$ cat config.mk
export PLATFORM = sky130hd
export DESIGN_NAME = k_nearest_point_selector_top_flat
export DESIGN_NICKNAME = d
export VERILOG_FILES = /design/src/hdl/kps_pkg.sv /design/src/hdl/kps_channels.sv /design/src/hdl/kps_datapath.sv /design/src/hdl/kps_controller.sv /design/src/hdl/k_nearest_point_selector_top.sv /design/src/flat_wrapper.sv
export SDC_FILE = /design/constraint.sdc
export NUM_CORES = 1
export LEC_CHECK = 0
export BUFFER_PORTS_ARGS = -buffer_cell sky130_fd_sc_hd__buf_2
export CAP_MARGIN = 20
export CORE_MARGIN = 1.5
export CORE_UTILIZATION = 41
export DETAILED_ROUTE_END_ITERATION = 10
export PLACE_DENSITY = 0.52
export SYNTH_ARGS = -nofsm -noshare
export SYNTH_HDL_FRONTEND = slang
export SYNTH_SLANG_ARGS = --single-unit
$ cat constraint.sdc
create_clock -name clk -period 24.2 [get_ports clk]
set_input_delay 1.21 -clock clk [delete_from_list [all_inputs] [get_ports clk]]
set_output_delay 1.21 -clock clk [all_outputs]
set_load 0.01 [all_outputs]
$ cat src/hdl/kps_pkg.sv
// kps_pkg: shared types and constants of the k-nearest point selector
// depends on nothing; used by the channel interfaces and all modules

package kps_pkg;

    // payload widths
    localparam int ID_W       = 10;
    localparam int POS_W      = 16;
    localparam int SEL_W      = 4;
    localparam int DIFF_W     = POS_W + 1;
    localparam int MAG_W      = POS_W;
    localparam int SQ_W       = 2 * MAG_W;
    localparam int DIST_W     = SQ_W + 2;
    localparam int CFG_IDX_W  = 8;
    localparam int CFG_DATA_W = 16;

    // configuration register indexes
    localparam logic [CFG_IDX_W-1:0] REG_QUERY_X      = CFG_IDX_W'(0);
    localparam logic [CFG_IDX_W-1:0] REG_QUERY_Y      = CFG_IDX_W'(1);
    localparam logic [CFG_IDX_W-1:0] REG_QUERY_Z      = CFG_IDX_W'(2);
    localparam logic [CFG_IDX_W-1:0] REG_SELECT_COUNT = CFG_IDX_W'(3);

    // reset value of the select count
    localparam logic [SEL_W-1:0] SELECT_COUNT_RESET = SEL_W'(8);

    // axis handled by the shared squaring unit
    typedef enum logic [1:0] {
        AXIS_X,
        AXIS_Y,
        AXIS_Z
    } kps_axis_t;

    // controller states
    typedef enum logic [2:0] {
        ST_IDLE,
        ST_SQUARE,
        ST_SUM,
        ST_DECIDE,
        ST_SCAN,
        ST_REPLACE,
        ST_EMIT
    } kps_state_t;

    // controller to datapath commands
    typedef struct packed {
        logic      load;
        logic      sq_en;
        kps_axis_t sq_axis;
        logic      acc_en;
        logic      write_new;
        logic      scan_start;
        logic      scan_step;
        logic      replace;
        logic      emit_start;
        logic      emit_step;
        logic      clear;
    } kps_cmd_t;

    // datapath to controller status
    typedef struct packed {
        logic new_active;
        logic new_last;
        logic item_last;
        logic held_lt_limit;
        logic held_zero;
        logic scan_done;
        logic emit_last;
    } kps_status_t;

endpackage

$ cat src/hdl/kps_channels.sv
// kps_channels: valid/ready channel interfaces for points, results and config writes
// depends on kps_pkg for payload widths

interface kps_point_if;
    logic                            valid;
    logic                            ready;
    logic [kps_pkg::ID_W-1:0]        point_id;
    logic signed [kps_pkg::POS_W-1:0] pos_x;
    logic signed [kps_pkg::POS_W-1:0] pos_y;
    logic signed [kps_pkg::POS_W-1:0] pos_z;
    logic                            active;
    logic                            last_point;

    modport source (output valid, point_id, pos_x, pos_y, pos_z, active, last_point,
                    input ready);
    modport sink   (input valid, point_id, pos_x, pos_y, pos_z, active, last_point,
                    output ready);
endinterface

interface kps_result_if;
    logic                     valid;
    logic                     ready;
    logic [kps_pkg::ID_W-1:0] chosen_id;
    logic                     found;
    logic                     last_result;

    modport source (output valid, chosen_id, found, last_result, input ready);
    modport sink   (input valid, chosen_id, found, last_result, output ready);
endinterface

interface kps_cfg_if;
    logic                           valid;
    logic                           ready;
    logic [kps_pkg::CFG_IDX_W-1:0]  index;
    logic [kps_pkg::CFG_DATA_W-1:0] data;

    modport source (output valid, index, data, input ready);
    modport sink   (input valid, index, data, output ready);
endinterface

$ cat src/hdl/kps_datapath.sv
// kps_datapath: config registers, distance unit, slot store, furthest search and emit index
// depends on kps_pkg; driven by kps_controller through command and status structs

module kps_datapath #(
    parameter int MAX_SELECT = 8
) (
    input  logic                              clk,
    input  logic                              rst_n,
    input  kps_pkg::kps_cmd_t                 cmd,
    output kps_pkg::kps_status_t              status,
    // candidate fields
    input  logic [kps_pkg::ID_W-1:0]          point_id,
    input  logic signed [kps_pkg::POS_W-1:0]  pos_x,
    input  logic signed [kps_pkg::POS_W-1:0]  pos_y,
    input  logic signed [kps_pkg::POS_W-1:0]  pos_z,
    input  logic                              active,
    input  logic                              last_point,
    // configuration writes
    input  logic                              cfg_write,
    input  logic [kps_pkg::CFG_IDX_W-1:0]     cfg_index,
    input  logic [kps_pkg::CFG_DATA_W-1:0]    cfg_data,
    // result fields
    output logic [kps_pkg::ID_W-1:0]          chosen_id,
    output logic                              found,
    output logic                              last_result
);

    localparam int IDX_W = (MAX_SELECT > 1) ? $clog2(MAX_SELECT) : 1;
    localparam int CNT_W = $clog2(MAX_SELECT + 1);

    // configuration
    logic signed [kps_pkg::POS_W-1:0] query_x_reg, query_y_reg, query_z_reg;
    logic [kps_pkg::SEL_W-1:0]        select_count_reg;

    // latched item
    logic [kps_pkg::ID_W-1:0]         id_reg;
    logic                             last_reg;
    logic signed [kps_pkg::DIFF_W-1:0] dx_reg, dy_reg, dz_reg;
    logic [kps_pkg::SQ_W-1:0]         sq_reg;
    logic [kps_pkg::DIST_W-1:0]       acc_reg;

    // slot store
    logic [kps_pkg::ID_W-1:0]         slot_id_reg   [MAX_SELECT];
    logic [kps_pkg::DIST_W-1:0]       slot_dist_reg [MAX_SELECT];
    logic [CNT_W-1:0]                 held_reg;

    // search and emit
    logic [CNT_W-1:0]                 idx_reg;
    logic [IDX_W-1:0]                 far_idx_reg;
    logic [kps_pkg::DIST_W-1:0]       far_dist_reg;

    logic signed [kps_pkg::DIFF_W-1:0] sel_diff;
    logic [kps_pkg::DIFF_W-1:0]        sel_abs;
    logic [kps_pkg::MAG_W-1:0]         sel_mag;
    logic [IDX_W-1:0]                  rd_idx;
    logic [IDX_W-1:0]                  wr_idx;
    logic [kps_pkg::DIST_W-1:0]        rd_dist;
    logic [kps_pkg::ID_W-1:0]          rd_id;

    // config register writes
    always_ff @(posedge clk or negedge rst_n)
    begin
        if (!rst_n)
        begin
            query_x_reg      <= '0;
            query_y_reg      <= '0;
            query_z_reg      <= '0;
            select_count_reg <= kps_pkg::SELECT_COUNT_RESET;
        end
        else if (cfg_write)
        begin
            case (cfg_index)
                kps_pkg::REG_QUERY_X:      query_x_reg      <= cfg_data;
                kps_pkg::REG_QUERY_Y:      query_y_reg      <= cfg_data;
                kps_pkg::REG_QUERY_Z:      query_z_reg      <= cfg_data;
                kps_pkg::REG_SELECT_COUNT: select_count_reg <= cfg_data[kps_pkg::SEL_W-1:0];
                default: ;
            endcase
        end
    end

    // axis select and magnitude for the shared squaring unit
    always_comb
    begin
        case (cmd.sq_axis)
            kps_pkg::AXIS_X: sel_diff = dx_reg;
            kps_pkg::AXIS_Y: sel_diff = dy_reg;
            kps_pkg::AXIS_Z: sel_diff = dz_reg;
            default:         sel_diff = dx_reg;
        endcase
        sel_abs = sel_diff[kps_pkg::DIFF_W-1] ? (-sel_diff) : sel_diff;
        sel_mag = sel_abs[kps_pkg::MAG_W-1:0];
    end

    // slot read port, one address at a time
    assign rd_idx  = idx_reg[IDX_W-1:0];
    assign wr_idx  = held_reg[IDX_W-1:0];
    assign rd_dist = slot_dist_reg[rd_idx];
    assign rd_id   = slot_id_reg[rd_idx];

    // item latch, distance accumulation, slot writes, search registers
    always_ff @(posedge clk)
    begin
        if (cmd.load)
        begin
            id_reg   <= point_id;
            last_reg <= last_point;
            dx_reg   <= {pos_x[kps_pkg::POS_W-1], pos_x} - {query_x_reg[kps_pkg::POS_W-1], query_x_reg};
            dy_reg   <= {pos_y[kps_pkg::POS_W-1], pos_y} - {query_y_reg[kps_pkg::POS_W-1], query_y_reg};
            dz_reg   <= {pos_z[kps_pkg::POS_W-1], pos_z} - {query_z_reg[kps_pkg::POS_W-1], query_z_reg};
            sq_reg   <= '0;
            acc_reg  <= '0;
        end
        else
        begin
            if (cmd.sq_en)
                sq_reg <= sel_mag * sel_mag;
            if (cmd.acc_en)
                acc_reg <= acc_reg + {2'b00, sq_reg};
        end

        if (cmd.write_new)
        begin
            slot_id_reg[wr_idx]   <= id_reg;
            slot_dist_reg[wr_idx] <= acc_reg;
        end
        else if (cmd.replace && (acc_reg < far_dist_reg))
        begin
            slot_id_reg[far_idx_reg]   <= id_reg;
            slot_dist_reg[far_idx_reg] <= acc_reg;
        end

        if (cmd.scan_start)
        begin
            far_idx_reg  <= '0;
            far_dist_reg <= slot_dist_reg[0];
        end
        else if (cmd.scan_step && (rd_dist > far_dist_reg))
        begin
            far_idx_reg  <= rd_idx;
            far_dist_reg <= rd_dist;
        end
    end

    // fill count and shared scan/emit index
    always_ff @(posedge clk or negedge rst_n)
    begin
        if (!rst_n)
        begin
            held_reg <= '0;
            idx_reg  <= '0;
        end
        else
        begin
            if (cmd.clear)
                held_reg <= '0;
            else if (cmd.write_new)
                held_reg <= held_reg + CNT_W'(1);

            if (cmd.scan_start)
                idx_reg <= CNT_W'(1);
            else if (cmd.emit_start)
                idx_reg <= '0;
            else if (cmd.scan_step || cmd.emit_step)
                idx_reg <= idx_reg + CNT_W'(1);
        end
    end

    // status to the controller
    always_comb
    begin
        status.new_active    = active;
        status.new_last      = last_point;
        status.item_last     = last_reg;
        status.held_lt_limit = (32'(held_reg) < 32'(select_count_reg))
                               && (32'(held_reg) < MAX_SELECT);
        status.held_zero     = (held_reg == '0);
        status.scan_done     = (idx_reg == held_reg);
        status.emit_last     = (held_reg == '0) || ((idx_reg + CNT_W'(1)) == held_reg);
    end

    // result payload
    assign chosen_id   = status.held_zero ? '0 : rd_id;
    assign found       = !status.held_zero;
    assign last_result = status.emit_last;

endmodule

$ cat src/hdl/kps_controller.sv
// kps_controller: state machine sequencing distance, insert/replace search and emission
// depends on kps_pkg; commands kps_datapath and owns the channel handshakes

module kps_controller (
    input  logic                 clk,
    input  logic                 rst_n,
    input  logic                 in_valid,
    output logic                 in_ready,
    output logic                 out_valid,
    input  logic                 out_ready,
    input  kps_pkg::kps_status_t status,
    output kps_pkg::kps_cmd_t    cmd
);

    kps_pkg::kps_state_t state_reg, state_next;
    kps_pkg::kps_axis_t  axis_reg, axis_next;

    // state register
    always_ff @(posedge clk or negedge rst_n)
    begin
        if (!rst_n)
        begin
            state_reg <= kps_pkg::ST_IDLE;
            axis_reg  <= kps_pkg::AXIS_X;
        end
        else
        begin
            state_reg <= state_next;
            axis_reg  <= axis_next;
        end
    end

    // next state and commands
    always_comb
    begin
        state_next = state_reg;
        axis_next  = axis_reg;
        cmd        = '0;
        cmd.sq_axis = axis_reg;
        in_ready   = 1'b0;
        out_valid  = 1'b0;

        case (state_reg)
            kps_pkg::ST_IDLE:
            begin
                in_ready = 1'b1;
                if (in_valid)
                begin
                    cmd.load = 1'b1;
                    if (status.new_active)
                    begin
                        axis_next  = kps_pkg::AXIS_X;
                        state_next = kps_pkg::ST_SQUARE;
                    end
                    else if (status.new_last)
                    begin
                        cmd.emit_start = 1'b1;
                        state_next     = kps_pkg::ST_EMIT;
                    end
                end
            end

            // one axis squared per cycle, previous square added
            kps_pkg::ST_SQUARE:
            begin
                cmd.sq_en  = 1'b1;
                cmd.acc_en = 1'b1;
                case (axis_reg)
                    kps_pkg::AXIS_X: axis_next = kps_pkg::AXIS_Y;
                    kps_pkg::AXIS_Y: axis_next = kps_pkg::AXIS_Z;
                    default:
                    begin
                        axis_next  = kps_pkg::AXIS_X;
                        state_next = kps_pkg::ST_SUM;
                    end
                endcase
            end

            kps_pkg::ST_SUM:
            begin
                cmd.acc_en = 1'b1;
                state_next = kps_pkg::ST_DECIDE;
            end

            // insert while filling, else search the furthest entry, or drop the item when no slot is held
            kps_pkg::ST_DECIDE:
            begin
                if (status.held_lt_limit)
                begin
                    cmd.write_new = 1'b1;
                    if (status.item_last)
                    begin
                        cmd.emit_start = 1'b1;
                        state_next     = kps_pkg::ST_EMIT;
                    end
                    else
                        state_next = kps_pkg::ST_IDLE;
                end
                else if (!status.held_zero)
                begin
                    cmd.scan_start = 1'b1;
                    state_next     = kps_pkg::ST_SCAN;
                end
                else if (status.item_last)
                begin
                    cmd.emit_start = 1'b1;
                    state_next     = kps_pkg::ST_EMIT;
                end
                else
                    state_next = kps_pkg::ST_IDLE;
            end

            kps_pkg::ST_SCAN:
            begin
                if (status.scan_done)
                    state_next = kps_pkg::ST_REPLACE;
                else
                    cmd.scan_step = 1'b1;
            end

            kps_pkg::ST_REPLACE:
            begin
                cmd.replace = 1'b1;
                if (status.item_last)
                begin
                    cmd.emit_start = 1'b1;
                    state_next     = kps_pkg::ST_EMIT;
                end
                else
                    state_next = kps_pkg::ST_IDLE;
            end

            // one result per transfer, store cleared after the final one
            kps_pkg::ST_EMIT:
            begin
                out_valid = 1'b1;
                if (out_ready)
                begin
                    if (status.emit_last)
                    begin
                        cmd.clear  = 1'b1;
                        state_next = kps_pkg::ST_IDLE;
                    end
                    else
                        cmd.emit_step = 1'b1;
                end
            end

            default:
                state_next = kps_pkg::ST_IDLE;
        endcase
    end

endmodule

$ cat src/hdl/k_nearest_point_selector_top.sv
// k_nearest_point_selector_top: one candidate at a time; an inactive non-final one is dropped, an
// active one inserted while filling, once full swapped for the furthest slot (furthest-slot scan) if nearer
// the final candidate adds one result per cycle while result.ready is high, held count or one
// rst_n (async, active low) empties the store and loads query 0 and select count 8
// depends on kps_pkg, kps_channels, kps_controller and kps_datapath

module k_nearest_point_selector_top #(
    parameter int MAX_SELECT = 8
) (
    input  logic          clk,
    input  logic          rst_n,
    kps_point_if.sink     point,
    kps_result_if.source  result,
    kps_cfg_if.sink       cfg
);

    kps_pkg::kps_cmd_t    cmd;
    kps_pkg::kps_status_t status;

    // config writes are always taken
    assign cfg.ready = 1'b1;

    kps_controller u_ctrl (
        .clk       (clk),
        .rst_n     (rst_n),
        .in_valid  (point.valid),
        .in_ready  (point.ready),
        .out_valid (result.valid),
        .out_ready (result.ready),
        .status    (status),
        .cmd       (cmd)
    );

    kps_datapath #(
        .MAX_SELECT (MAX_SELECT)
    ) u_dp (
        .clk         (clk),
        .rst_n       (rst_n),
        .cmd         (cmd),
        .status      (status),
        .point_id    (point.point_id),
        .pos_x       (point.pos_x),
        .pos_y       (point.pos_y),
        .pos_z       (point.pos_z),
        .active      (point.active),
        .last_point  (point.last_point),
        .cfg_write   (cfg.valid),
        .cfg_index   (cfg.index),
        .cfg_data    (cfg.data),
        .chosen_id   (result.chosen_id),
        .found       (result.found),
        .last_result (result.last_result)
    );

endmodule

$ cat src/flat_wrapper.sv
// flat-port wrapper written by rule: the top's interface ports become plain ports
module k_nearest_point_selector_top_flat 
#(
    parameter int MAX_SELECT = 8
)
  (clk, rst_n, point_valid, point_point_id, point_pos_x, point_pos_y, point_pos_z, point_active, point_last_point, point_ready, result_valid, result_chosen_id, result_found, result_last_result, result_ready, cfg_valid, cfg_index, cfg_data, cfg_ready);
  kps_point_if point_i ();
  kps_result_if result_i ();
  kps_cfg_if cfg_i ();
  input  logic clk;
  input  logic rst_n;
  input wire logic [$bits(point_i.valid)-1:0] point_valid;
  input wire logic [$bits(point_i.point_id)-1:0] point_point_id;
  input wire logic [$bits(point_i.pos_x)-1:0] point_pos_x;
  input wire logic [$bits(point_i.pos_y)-1:0] point_pos_y;
  input wire logic [$bits(point_i.pos_z)-1:0] point_pos_z;
  input wire logic [$bits(point_i.active)-1:0] point_active;
  input wire logic [$bits(point_i.last_point)-1:0] point_last_point;
  output wire logic [$bits(point_i.ready)-1:0] point_ready;
  output wire logic [$bits(result_i.valid)-1:0] result_valid;
  output wire logic [$bits(result_i.chosen_id)-1:0] result_chosen_id;
  output wire logic [$bits(result_i.found)-1:0] result_found;
  output wire logic [$bits(result_i.last_result)-1:0] result_last_result;
  input wire logic [$bits(result_i.ready)-1:0] result_ready;
  input wire logic [$bits(cfg_i.valid)-1:0] cfg_valid;
  input wire logic [$bits(cfg_i.index)-1:0] cfg_index;
  input wire logic [$bits(cfg_i.data)-1:0] cfg_data;
  output wire logic [$bits(cfg_i.ready)-1:0] cfg_ready;
  assign point_i.valid = point_valid;
  assign point_i.point_id = point_point_id;
  assign point_i.pos_x = point_pos_x;
  assign point_i.pos_y = point_pos_y;
  assign point_i.pos_z = point_pos_z;
  assign point_i.active = point_active;
  assign point_i.last_point = point_last_point;
  assign point_ready = point_i.ready;
  assign result_valid = result_i.valid;
  assign result_chosen_id = result_i.chosen_id;
  assign result_found = result_i.found;
  assign result_last_result = result_i.last_result;
  assign result_i.ready = result_ready;
  assign cfg_i.valid = cfg_valid;
  assign cfg_i.index = cfg_index;
  assign cfg_i.data = cfg_data;
  assign cfg_ready = cfg_i.ready;
  k_nearest_point_selector_top #(.MAX_SELECT(MAX_SELECT)) u_core (.clk(clk), .rst_n(rst_n), .point(point_i), .result(result_i), .cfg(cfg_i));
endmodule
Word-level counts from Yosys, hierarchy flattened
Memory sizes are Yosys's and may differ from the RTL's.
Index checks and enable logic that the tools add are counted.

storage, ports and cells
  register bits = 230
  RAM bits = 352
  bits of input ports = 89
  output and inout port bits = 15
  logic and storage cells = 135
  memories = 2

operators by class
  add/subtract/negate cells = 7
  multipliers = 1
  $lt $le $gt $ge = 4
  equal/unequal tests = 20
  multiplexer cells = 60
  reduce and logical (&&, ||, !) cells = 24

memories
  memory                     depth  width  read ports  clocked after Yosys merged registers in  write ports  RTL line            source
  u_core.u_dp.slot_dist_reg  8      34     2           0                                        1            kps_datapath.sv:44  logic [kps_pkg::DIST_W-1:0] slot_dist_reg [MAX_SELECT];
  u_core.u_dp.slot_id_reg    8      10     1           0                                        1            kps_datapath.sv:43  logic [kps_pkg::ID_W-1:0] slot_id_reg [MAX_SELECT];

operators with widths
  cell                 number
  $mux 34              3
  $sub 16x16->17       3
  $mux 3               12
  $add 34x32->34       1
  $gt 34x34->1         1
  $lt 34x34->1         1
  $pmux 17 s2          1
  $reduce_or 34->1     1
  $mul 16x16->32       1
  $mux 1               27
  $pmux 3 s7           1
  $mux 10              2
  $mux 4               5
  $eq 8x2->1 const B   2
  $mux 16              1
  $neg 16->16          1
  $mux 2               5
  $ne 2x2->1 const B   5
  $reduce_or 10->1     1
  $eq 3x3->1 const B   3
  $add 4x1->4 const B  2
  $eq 4x4->1           2
  $eq 8x1->1 const B   1
  $logic_not 8->1      1
  other kinds (22)     33

Logic depth before layout (Yosys ltp)
Gate-level depths: netlist of the first run.

  depth in word-level cells = 10
  gate-level depth with buffers = 38
  depth with buffers taken out = 35

Modules after synthesis
From an unflattened synthesis of the first run, not the netlist that was laid out.

unflattened totals
  cells, all modules = 2,840
  area, all modules = 35,170.0 sq um

by module, submodules not included
  module                        instances  cells an instance  area each (sq um)  sequential area each (sq um)
  kps_datapath                  1          2,777              34,677.0           16,316.9
  kps_controller                1          61                 481.7              125.1
  k_nearest_point_selector_top  1          2                  11.3               0.0

Worst setup path after synthesis of the first run
No wires, ideal clock.

  path kind = register to register
  start = reg u_core.u_ctrl.axis_reg[0]
  end = reg u_core.u_dp.sq_reg[28] in the netlist's numbering
  library setup time = 0.124 ns
  arrival = 8.046 ns
  data required time = 24.076 ns
  slack = 16.030 ns
  cell stages (with the launch flop) = 33
  buffers on the path = 3
  period minus slack after synthesis = 8.170 ns
  cell sequence = dfrtp_1 inv_1 ha_1 buf_2 o21ai_0 clkbuf_1 clkbuf_1 ha_1 and2_1 nand2_1 o21ai_1 xor2_2 nor2_1 fa_1 inv_1 fa_1 inv_1 fa_1 fa_1 fa_1 inv_1 fa_1 inv_1 ha_1 a21o_1 a21oi_1 nor2b_1 nor4_1 o22a_1 o21ai_1 a2111oi_0 nor4_1 nand3b_1

on the way
  longest elaborated chain between the ends = 5
  elaborated cells between the ends (all ways) = 6
  classes of those cells = 1 x add/sub; 1 x mul; 2 x eq/ne; 2 x mux

RTL lines
  item                                             RTL line              source
  start: declaration                               kps_controller.sv:16  kps_pkg::kps_axis_t axis_reg, axis_next;
  start signal: assignment                         kps_controller.sv:24  axis_reg <= kps_pkg::AXIS_X;
  start signal: assignment                         kps_controller.sv:29  axis_reg <= axis_next;
  $eq 2x2->1 / $eq 2x1->1 (equally long branches)  kps_datapath.sv:85    case (cmd.sq_axis)
  $pmux 17 s2 *                                    kps_datapath.sv:85
  $neg 16->16                                      kps_datapath.sv:91    sel_abs = sel_diff[kps_pkg::DIFF_W-1] ? (-sel_diff) : sel_diff;
  $mux 16 *                                        kps_datapath.sv:91
  $mul 16x16->32 *                                 kps_datapath.sv:117   sq_reg <= sel_mag * sel_mag;
  end signal: assignment                           kps_datapath.sv:117
  end: declaration                                 kps_datapath.sv:39    logic [kps_pkg::SQ_W-1:0] sq_reg;

Mark *: on every way between the ends. The rest lies on a longest branch, timed or not.
A chain may end at the register's enable or synchronous reset.

Worst setup path after layout of the first run
Same ends and word-level chain as after synthesis.

==> qor.yml, run 1 <==
outcome:
  run_status: "complete, no violations"
die:
  die_x_um: 295
  rows: 107
  coreArea_um2: 84900
  initial_core_util_pct: 41.3
  die_h_um: 295
  die_area_um2: 87300
  ioPinCount: 104
yosys:
  yosysSeqAreaShare_pct: 46.9
  post_synth.cell_area_avg_um2: 12.1
  synth_async_sr_flop_share_pct: 11.2
  synth_top_flop_cell: "edfxtp_1"
  yosysMostFrequentCell: "edfxtp_1"
  syn_area_um2: 35100
  syn_nets: 3403
  synth_commonest_cells: "edfxtp_1, inv_1, ha_1"
  synth_top_cell_area_share_pct: 38.4
  synth.ff_latch_count: 581
  synth-edff-count: 448
  ys_types: 91
  synth.area.top_cells: "edfxtp_1, fa_1, ha_1"
  yosys_warnings: 0
  synth_top_area_cell: "edfxtp_1"
  synthCells: 2890
setup_path:
  critPathCaptureType: "register"
  crit_slowest_cell: "o21ai_2"
  critPathMaxStageDelay_ns: 0.97
  crit_fanout: 31
  start_kind: "register"
  critical_path_class: "reg -> reg"
  cpMostUsedCell: "fa_1"
  cp_data_required_time_ns: 24.68
  critPathArrivalTime_ns: 9.81
timing:
  period_minus_slack_ns: 9.33
  worst_slack_ns: 14.87
  report.final.slew_viol_count: 0
  finalClockSkew_ns: 0.0662
  setup_viol: 0
  rsz0062_at_grt: "false"
  post-route-period-util_pct: 38.6
  max_freq_ghz: 0.107
  slew_headroom_pct: 29.0
  setup_tns_ns: 0
  hold_viol_final: 0
  worst_slew_pin_slew_ns: 1.07
routing:
  viasPerCell: 5.22
  ant_nets: 0
  drt-met1-wl_um: 37300
  drtPass1Iterations: 6
  wl_per_cell_um: 19.2
  met3_length_um: 2300
  dr.first_iter.drc_count: 1103
  drt_wl_total_um: 80900
  vias: 22000
  routed.top_layer: "met4"
  drc: 0
  wl_met2_um: 39600
placed_design:
  post-place-ws_ns: 14.91
  hpwl_um: 56500
  numPortBuffers: 102
  gp_congestion: 0.861
clocking:
  cts_resized: 0
  cts-root-buf: "clkbuf_16"
  cts_buffers: 68
  cts.clk_slew.worst_paths_ns: 0.06
  cts_hold_buf: 0
  htreeDepth: 3
  cts_tree: "yes"
  clock_path_buffers: 3
  postCtsSetupBuffers: 0
  clk_latency_ns: 0.63
  cts.sinks: 581
grt:
  grt_first_pass_wirelength_um: 129000
  grt_max_degree: 70
  overflow: 0
  grt_pass1_vias: 23100
  grt.total_usage_pct: 18.8
  antenna_found_initial: 0
job:
  drv_cap: 0
cells_and_area:
  largest_reg_flops: 272
  drive_gt1_share_pct: 16.1
  fillers: 7774
  fin_nets: 3526
  insertedDiodeCount: 0
  syn_to_final_growth_pct: 12.5
  post-route-util_pct: 46.5
hold_path:
  hold_path_class: "reg -> reg"
## cell type report
class	count	area, um2	share of cell area (%)
tap	1144	1430	3.63
multi-input combinational	1859	17000	43.2
clock buffer	82	1790	4.55
sequential	581	16500	41.7
timing repair buffer	140	792	2.01
clock inverter	41	591	1.50
inverter	363	1370	3.46
## critical path, delay by kind of cell (launching register included)
kind,cells,cell delay (ns)
AOI/OAI and AO/OA,7,2.54
DFF,1,0.37
buffers and inverters,5,0.30
and+or+nand+nor,7,1.05
xor gates and xnor gates,1,0.46
adders and majority gates,9,4.49
## metal layers
layer	up-vias	track usage [%]
li1	10600	-
met5	-	0
met2	326	32.2
met3	110	2.26
met4	0	5.12
met1	11000	25.3
## cell families (layout without fill, tap and decap cells)
family	count (synthesis)	count (layout)	synth area share (%)
buffers and inverters	450	626	4.87
DFF	581	581	46.9
AOI/OAI and AO/OA	476	476	8.92
xor gates and xnor gates	106	106	2.71
other	1	1	0.0107
adders and majority gates	424	424	18.7
and+or+nand+nor	639	639	8.26
muxes	213	213	9.60
## placed cells by master (no fill, tap or decap), types with 17 or more instances in the layout
cell type,count
a21o_1,61
mux2i_1,19
o21ai_0,83
a211oi_1,23
nand3_1,43
dfrtp_1,61
buf_4,37
fa_1,168
and3_1,17
xor2_1,32
edfxtp_1,448
dfxtp_1,68
inv_2,17
buf_2,102
o21a_1,22
ha_1,256
nand2_1,241
xnor2_1,71
clkbuf_16,68
a21oi_1,134
mux2_2,106
mux4_2,88
o21ai_1,19
inv_1,344
nand4_1,20
nor3_1,42
nor2_1,178
## worst paths after layout
check                                          start                          to  slack (ns)  cells past startpoint
setup / recovery           u_core.u_ctrl.axis_reg[0]      u_core.u_dp.sq_reg[28]       14.87                     29
min in group asynchronous                      rst_n  u_core.u_dp.query_z_reg[5]        0.82                      2
setup reg to reg           u_core.u_ctrl.axis_reg[0]      u_core.u_dp.sq_reg[28]       14.87                     29
max in group asynchronous                      rst_n      u_core.u_dp.idx_reg[0]       22.68                      2
hold reg to reg                u_core.u_dp.sq_reg[9]       u_core.u_dp.sq_reg[9]        0.46                      2
hold / removal                 u_core.u_dp.sq_reg[9]       u_core.u_dp.sq_reg[9]        0.46                      2
## metrics by stage
step	std cells	hold WS, ns	cell area, um2
3_3_place_gp	4086	0.453	37100
3_5_place_dp	4086	0.452	37100
4_1_cts	4209	0.463	39500
6_report	4210	0.459	39500
2_1_floorplan	2890	0.436	35100
5_1_grt	4210	0.485	39500
Power of run 1 is left out: the tool's default activity adds up to more than one toggle a clock period on the data nets, which glitch-free logic cannot reach.
==> run 2, diff against run 1 <==
Settings changed: ABC_AREA from default to 1.
Clock period 24.2 ns to 8.7 ns, I/O delays scaled along.
==> qor.yml, run 2 <==
outcome:
  run_status: "complete, no violations"
grt:
  grt_max_degree: 117  # +67%
  antenna_found_initial: 7  # +7
  grt_first_pass_wirelength_um: 149000  # +16%
  grt.total_usage_pct: 21.2  # +2.4 points
  grt_pass1_vias: 26200  # +13%
  overflow: 0  # unchanged
timing:
  worst_slew_pin_slew_ns: 1.05  # -0.0106 ns
  report.final.slew_viol_count: 0  # unchanged
  period_minus_slack_ns: 8.07  # -1.26 ns
  setup_tns_ns: 0  # unchanged
  finalClockSkew_ns: 0.0434  # -0.0228 ns
  max_freq_ghz: 0.124  # +16%
  setup_viol: 0  # unchanged
  rsz0062_at_grt: "false"
  post-route-period-util_pct: 92.7  # +54 points
  slew_headroom_pct: 29.5  # +0.54 points
  hold_viol_final: 0  # unchanged
yosys:
  synth_commonest_cells: "inv_1, nand2_1, edfxtp_1"
  ys_types: 64  # -30%
  yosysSeqAreaShare_pct: 45.4  # -1.5 points
  post_synth.cell_area_avg_um2: 9.43  # -22%
  synth_top_area_cell: "edfxtp_1"
  synthCells: 3840  # +33%
  synth_top_cell_area_share_pct: 37.1  # -1.2 points
  synth-edff-count: 448  # unchanged
  synth.ff_latch_count: 581  # unchanged
  syn_area_um2: 36200  # +3.3%
  synth.area.top_cells: "edfxtp_1, fa_1, ha_1"
  synth_top_flop_cell: "edfxtp_1"
  yosysMostFrequentCell: "inv_1"
  syn_nets: 4353  # +28%
  yosys_warnings: 0  # unchanged
  synth_async_sr_flop_share_pct: 11.2  # unchanged
setup_path:
  critical_path_class: "reg -> reg"
  critPathArrivalTime_ns: 8.58  # -1.23 ns
  cpMostUsedCell: "inv_1"
  cp_data_required_time_ns: 9.21  # -15.47 ns
  crit_fanout: 26  # -16%
  critPathCaptureType: "register"
  crit_slowest_cell: "ha_1"
  critPathMaxStageDelay_ns: 0.61  # -0.36 ns
  critPathBufInv: 8  # +3
  start_kind: "register"
  cp_top_family: "adder cells"
hold_path:
  hold_path_class: "in -> async"
clocking:
  cts.sinks: 581  # unchanged
  clk_latency_ns: 0.65  # +0.02 ns
  cts_buffers: 61  # -10%
  cts-root-buf: "clkbuf_16"
  cts.clk_slew.worst_paths_ns: 0.06  # about the same
  clock_path_buffers: 3  # unchanged
  cts_tree: "yes"
  htreeDepth: 2  # -1
routing:
  viasPerCell: 5.09  # -2.5%
  vias: 26200  # +19%
  drc: 0  # unchanged
  dr.first_iter.drc_count: 1525  # +38%
  wl_per_cell_um: 18.4  # -4.1%
  ant_nets: 0  # unchanged
  drtPass1Iterations: 7  # +1
  drt_wl_total_um: 94900  # +17%
placed_design:
  hpwl_um: 67600  # +20%
  numPortBuffers: 102  # unchanged
  gp_congestion: 0.868  # +0.77%
cells_and_area:
  fin_nets: 4449  # +26%
  seq_area_um2: 16400  # about the same
  multi_input_area_um2: 17000  # about the same
  layout_commonest_cell: "inv_1"
  syn_to_final_growth_pct: 10.9
  largest_reg_flops: 272  # unchanged
  fillers: 8419  # +8.3%
  drive_gt1_share_pct: 8.58  # -7.6 points
  layout_common_cells: "inv_1, nand2_1, edfxtp_1"
die:
  ioPinCount: 104  # unchanged
  initial_core_util_pct: 41.6  # +0.25 points
  die_h_um: 300  # +1.6%
  die_area_um2: 90100  # +3.3%
  coreArea_um2: 87200  # +2.7%
  rows: 108  # +0.93%
  die_x_um: 300  # +1.6%
job:
  drv_cap: 0  # unchanged
==> run 2: what timing repair did <==
action / in CTS / in global routing
resized for setup: 0 / 0
hold buffers: 10 / 0
setup buffers: 0 / 0
hold endpoints to repair: 10 / 0
==> run 2: final timing paths <==
check                                               to  slack, ns                         from  depth (start not counted)
setup / recovery                u_core.u_dp.sq_reg[28]       0.63    u_core.u_ctrl.axis_reg[0]                         33
hold / removal             u_core.u_dp.query_y_reg[14]      0.002                        rst_n                          2
setup reg to reg                u_core.u_dp.sq_reg[28]       0.63    u_core.u_ctrl.axis_reg[0]                         33
hold reg to reg            u_core.u_dp.query_z_reg[15]       0.48  u_core.u_dp.query_z_reg[15]                          2
max in group asynchronous       u_core.u_dp.idx_reg[0]       8.01                        rst_n                          2
min in group clk                  u_core.u_dp.last_reg       0.04             point_last_point                          1
==> run 2: metal layers <==
| metal | global-route usage (%) | part of all wire, % | vias to the layer above |
|---|---|---|---|
| met2 | 35.3 | 47 | 503 |
| met1 | 28.9 | 46 | 12600 |
| met3 | 3.16 | 4.7 | 139 |
| met4 | 5.78 | 2.4 | 12 |
| li1 | - | - | 13000 |
| met5 | 0 | 0.074 | - |
==> run 2: final cells by class <==
class | instances | area share [%]
Inverter | 605 | 5.68
Antenna cell | 1 | 0.00623
Clock buffer | 76 | 3.94
Multi-Input combinational cell | 2530 | 42.4
Tap cell | 1155 | 3.60
Timing Repair Buffer | 157 | 2.52
Clock inverter | 39 | 0.937
Sequential cell | 581 | 40.9
==> run 2: metrics by stage <==
stage | hold slack, ns | setup slack (ns) | util (%) | instances | cell area [um2]
floorplan | 0.139 | 1.07 | - | 3840 | 36200
global placement | 0.467 | 0.730 | 43.6 | 5015 | 38000
detailed placement | 0.473 | 0.631 | 43.6 | 5015 | 38000
CTS | 0.00576 | 0.605 | 46.0 | 5140 | 40100
global route | 0.0167 | 0.0680 | 46.1 | 5144 | 40200
finish | 0.00188 | 0.634 | 46.1 | 5144 | 40200
==> run 2: logic make-up (layout without fill, tap and decap cells) <==
kind of cell | count (synthesis) | count (layout) | share of synthesized area, %
compound gates | 827 | 827 | 12.7
simple gates | 1188 | 1188 | 13.7
other cells | 1 | 2 | 0.0104
buf+inv | 729 | 877 | 7.83
mux | 1 | 1 | 0.0311
fa+ha+maj | 424 | 424 | 18.1
flops | 581 | 581 | 45.4
xor+xnor | 89 | 89 | 2.22
Power of run 2 is left out for the same reason.
